**config.mk**
```make
export PLATFORM = sky130hd
export DESIGN_NAME = msmv_qmul
export DESIGN_NICKNAME = d
export VERILOG_FILES = /design/src/rtl/msmv_pkg.sv /design/src/rtl/msmv_qmul.sv
export SDC_FILE = /design/constraint.sdc
export NUM_CORES = 2
export LEC_CHECK = 0
export ABC_AREA = 1
export BUFFER_PORTS_ARGS = -buffer_cell sky130_fd_sc_hd__buf_2
export CELL_PAD_IN_SITES_DETAIL_PLACEMENT = 1
export CELL_PAD_IN_SITES_GLOBAL_PLACEMENT = 2
export CORE_ASPECT_RATIO = 0.9
export CORE_MARGIN = 10
export CORE_UTILIZATION = 40
export CTS_CLUSTER_DIAMETER = 150
export DETAILED_ROUTE_END_ITERATION = 8
export HOLD_SLACK_MARGIN = 0.05
export PLACE_DENSITY_LB_ADDON = 0.1
export SLEW_MARGIN = 20
export SYNTH_ARGS = -nofsm -noshare
export SYNTH_HDL_FRONTEND = slang
export SYNTH_SLANG_ARGS = --single-unit
export TNS_END_PERCENT = 20
```
**constraint.sdc**
```tcl
create_clock -name i_clk -period 8.9 [get_ports i_clk]
set_input_delay 0.445 -clock i_clk [delete_from_list [all_inputs] [get_ports i_clk]]
set_output_delay 0.445 -clock i_clk [all_outputs]
set_load 0.01 [all_outputs]
```
**src/rtl/msmv_pkg.sv**
```systemverilog
// shared constants, types and arithmetic helpers of the matrix store
package msmv_pkg;

    localparam int MAX_ROWS  = 16;
    localparam int MAX_COLS  = 16;

    localparam int DATA_W    = 32;
    localparam int FRAC_W    = 16;
    localparam int ROW_W     = 4;
    localparam int COL_W     = 4;
    localparam int DIM_W     = 5;
    localparam int CMD_W     = 2;
    localparam int STAT_W    = 2;
    localparam int CFG_IDX_W = 4;

    localparam int S_TDATA_W = ((ROW_W + COL_W + DATA_W + 7) / 8) * 8;
    localparam int M_TDATA_W = ((DATA_W + ROW_W + 7) / 8) * 8;

    localparam int PROD_W    = 2 * DATA_W;
    localparam int RND_W     = PROD_W - FRAC_W;
    localparam int ACC_W     = RND_W + $clog2(MAX_COLS);

    localparam int MEM_DEPTH = MAX_ROWS * MAX_COLS;
    localparam int ADDR_W    = $clog2(MEM_DEPTH);

    localparam logic [DIM_W-1:0] VCNT_MAX  = DIM_W'(2 ** DIM_W - 1);
    localparam logic [DIM_W-1:0] DIM_RESET = DIM_W'(2);
    localparam longint ROUND_HALF = 2 ** (FRAC_W - 1);

    localparam logic [CFG_IDX_W-1:0] CFG_ROW_COUNT = CFG_IDX_W'(0);
    localparam logic [CFG_IDX_W-1:0] CFG_COL_COUNT = CFG_IDX_W'(1);

    typedef enum logic [CMD_W-1:0] {
        CMD_WRITE  = 2'd0,
        CMD_READ   = 2'd1,
        CMD_SCALE  = 2'd2,
        CMD_VECTOR = 2'd3
    } t_cmd;

    typedef enum logic [STAT_W-1:0] {
        ST_OK     = 2'd0,
        ST_RANGE  = 2'd1,
        ST_LENGTH = 2'd2
    } t_status;

    // element address and end marker carried along the multiply pipeline
    typedef struct packed {
        logic [ADDR_W-1:0] addr;
        logic              last;
    } t_tag;

    function automatic logic [DIM_W-1:0] clamp_dim(input logic [DIM_W-1:0] v,
                                                   input logic [DIM_W-1:0] hi);
        if (v == '0) begin
            return DIM_W'(1);
        end else if (v > hi) begin
            return hi;
        end
        return v;
    endfunction

    function automatic logic [ADDR_W-1:0] elem_addr(input logic [ROW_W-1:0] r,
                                                    input logic [COL_W-1:0] c);
        return ADDR_W'(ADDR_W'(r) * ADDR_W'(MAX_COLS) + ADDR_W'(c));
    endfunction

    function automatic logic signed [DATA_W-1:0] sat_q(input logic signed [ACC_W-1:0] v);
        logic [ACC_W-DATA_W:0] hi_bits;
        hi_bits = v[ACC_W-1:DATA_W-1];
        if (hi_bits == '0 || hi_bits == '1) begin
            return v[DATA_W-1:0];
        end else if (v[ACC_W-1]) begin
            return {1'b1, {(DATA_W-1){1'b0}}};
        end
        return {1'b0, {(DATA_W-1){1'b1}}};
    endfunction

endpackage

```
**src/rtl/msmv_qmul.sv**
```systemverilog
// two-stage q16.16 multiplier with round half up, tag carried alongside
module msmv_qmul (
    input  logic                                i_clk,
    input  logic                                i_rst_n,
    input  logic                                i_valid,
    input  msmv_pkg::t_tag                      i_tag,
    input  logic signed [msmv_pkg::DATA_W-1:0]  i_a,
    input  logic signed [msmv_pkg::DATA_W-1:0]  i_b,
    output logic                                o_valid,
    output msmv_pkg::t_tag                      o_tag,
    output logic signed [msmv_pkg::RND_W-1:0]   o_round
);
    import msmv_pkg::*;

    logic                     r_v1;
    logic                     r_v2;
    t_tag                     r_tag1;
    t_tag                     r_tag2;
    logic signed [PROD_W-1:0] r_prod;
    logic signed [RND_W-1:0]  r_round;
    logic signed [PROD_W-1:0] biased;

    assign biased = r_prod + $signed(PROD_W'(ROUND_HALF));

    always_ff @(posedge i_clk) begin
        if (!i_rst_n) begin
            r_v1 <= 1'b0;
            r_v2 <= 1'b0;
        end else begin
            r_v1 <= i_valid;
            r_v2 <= r_v1;
        end
    end

    always_ff @(posedge i_clk) begin
        r_prod  <= i_a * i_b;
        r_tag1  <= i_tag;
        // floor of the biased product over 2^16
        r_round <= biased[PROD_W-1:FRAC_W];
        r_tag2  <= r_tag1;
    end

    assign o_valid = r_v2;
    assign o_tag   = r_tag2;
    assign o_round = r_round;

endmodule

```
==> flow_summary.yaml <==
logic_synthesis:
  synth.largest_area_cell: "fa_1"
  netlist_instances: 5306
  synth-xor-area-share_pct: 1.587
  synth_adder_area_share_pct: 56.99
  avgSynthCellArea_um2: 7.906
  synth-compound-area-share_pct: 1.646
  synth-edff-count: 0
  synth_top_area_share_pct: 51.59
  synth_top_family_by_area: "adder cells"
  ys_ff_latch: 117
  synth-seq-area-share_pct: 5.584
  async_flop_share_pct: 0
  synthSimpleGateAreaFrac_pct: 17.14
  synth_most_common_cell: "inv_1"
  synthDistinctLibCells: 33
  netlist_top_cells_count: "inv_1 (1,713), nand2_1 (1,466), fa_1 (1,081), clkbuf_1 (190)"
  ys.flop_type: "dfxtp_1"
  syn_nets: 6644
  synth_area_mm2: 0.04195
  synthMuxAreaShare_pct: 0
  ys_top_cells_by_area: "fa_1 (52%), inv_1 (15%), nand2_1 (13%)"
  yosys_warnings: 0
global_routing:
  globalRoute.totalOverflow: 0
  grt_pass1_wl_um: 219400
  grt_start_max_net_pins: 33
  antenna_found_initial: 3
  grtUsageTotal_pct: 24.11
  grt_pass1_vias: 37010
layout:
  antenna_cells: 0
  finalCoreUtilization_pct: 43.02
  design_area_mm2: 0.04468
  areaGrowthSynthToFinish_pct: 6.505
  nNetsFinal: 6670
  final_layout_size_suffix_gt1_share_pct: 4.846
drt:
  firstDrtPassIters: 5
  wl_met1_um: 62340
  vias_per_cell: 4.731
  vias: 31760
  drt_iter0_drc: 1513
  route.met2.wl_um: 66010
  ant_nets: 0
  wire_per_inst_um: 20.61
  met3WireLength_um: 5334
  route.final.wire_length_um: 138400
  drc: 0
  dr.max_layer_used: "met5"
floorplan:
  die_x_um: 361.4
  dieArea_mm2: 0.1182
  die_y_um: 327.2
  num_rows: 112
  initial_core_util_pct: 40.40
  core-area_mm2: 0.1038
  boundaryPins: 134
outcome:
  status: "completed"
clock_network:
  postCtsHoldBufs: 0
  cts_setup_buffers: 0
  clkTransAtPathRegs_ns: 0.07
  ctsResizeCount: 0
  cts_tree: "built"
  clk_path_buf_depth: 2
  clock_sinks: 117
  htreeDepth: 4
  cts_buffers: 17
  insertion_delay_ns: 0.44
  clockRootBuffer: "clkbuf_16"
place:
  port_buffers: 133
  routabilityCongestion: 0.8820
  place_hpwl_um: 119200
  place_area_mm2: 0.04410
flow_run:
  max_cap_violations: 0
sta:
  final.min_clock_period_ns: 7.822
  slew-limit-headroom_pct: 30.24
  worstMarginPinSlew_ns: 1.046
  slew_viol_final: 0
  fin_skew_ns: 0.01169
  tns_ns: 0
  rsz0062_at_grt: "no"
  finalSetupViolCount: 0
  fmax_ghz: 0.1278
  fin_crit_sh_pct: 87.89
  final-hold-violation-count: 0
worst_setup_path:
  cp_max_fo: 32
  max_stage_delay_ns: 0.74
  startpoint_type: "input port"
  slowest_stage: "fa_1"
  crit_family: "adder cells"
  cp-end-kind: "register"
  path_class: "in -> reg"
  crit_top_cell: "fa_1"
  worstPathRequired_ns: 9.23
  critPathBufInv: 8
  worstPathArrival_ns: 8.16
min_path:
  hp-class: "in -> reg"
per-stage QoR:
stage,hold slack [ns],worst slack (ns),cells
5_1_grt,0.07201,0.4069,6713
3_5_place_dp,0.3132,0.5180,6681
3_3_place_gp,0.3102,0.7110,6681
2_1_floorplan,0.3096,1.756,5306
6_report,0.1002,1.078,6713
4_1_cts,0.07924,0.9706,6713
cell usage in the layout, fill, tap and decap left out, types with 8 or more instances in the layout:
master | netlist | final
a21oi_1 | 82 | 82
dfxtp_1 | 117 | 117
nand4_1 | 19 | 19
nor3_1 | 28 | 28
buf_4 | 0 | 66
buf_2 | 0 | 133
nand3_1 | 67 | 67
nor2_1 | 181 | 181
xor2_1 | 56 | 56
o21ai_0 | 41 | 41
or2_2 | 8 | 8
fa_1 | 1081 | 1081
clkbuf_16 | 0 | 17
xnor2_1 | 20 | 20
nand2_1 | 1466 | 1466
nor4_1 | 14 | 14
inv_1 | 1713 | 1713
ha_1 | 181 | 181
cell families (layout without fill, tap and decap cells):
group                    count (synthesis)  in the layout
AO/OA/AOI/OAI                          133            133
XOR/XNOR                                76             76
adder cells (fa/ha/maj)               1262           1262
buffers and inverters                 1906           1945
flip-flops                             117            117
AND/OR/NAND/NOR                       1812           1812
flip-flops by register name, summed over array words and instances, names as in the netlist:
register / flops
o_round: 48
o_tag: 9
o_valid: 1
r_prod: 49
r_tag1: 9
r_v1: 1
routing by layer:
layer	up-vias	track usage [%]
met5	-	0
met4	6	6.959
met3	194	3.069
met2	591	41.07
met1	16360	32.02
li1	14610	-
worst register-to-register path, cell delays in order (launching register included):
cell and delay (ns):
dfxtp_1 0.51, inv_1 0.11, nor4_1 0.47, nand2_1 0.17
nor3_1 0.50, nand3_1 0.18, xnor2_1 0.16
worst paths after layout:
kind	start	endpoint	slack [ns]	cells past startpoint
worst max-delay path	i_a[31]	r_prod[55]	1.08	26
worst min-delay path	i_tag[7]	r_tag1[7]	0.10	1
worst max register to register	r_prod[42]	o_round[41]	6.67	6
worst min register to register	r_tag1[2]	o_tag[2]	0.32	0
area by class of cell:
class                   instances  area, um2
well taps                    1368       1712
clock buffers                  17      425.4
clock inverters                15      151.4
fillers                     12730      59160
multi-input cells            3283      32450
inverters                    1714       6434
flip-flops and latches        117       2342
repair buffers                199       1161
Power is left out: the tool's default activity adds up to more than one toggle a clock period on the data nets, which glitch-free logic cannot reach.
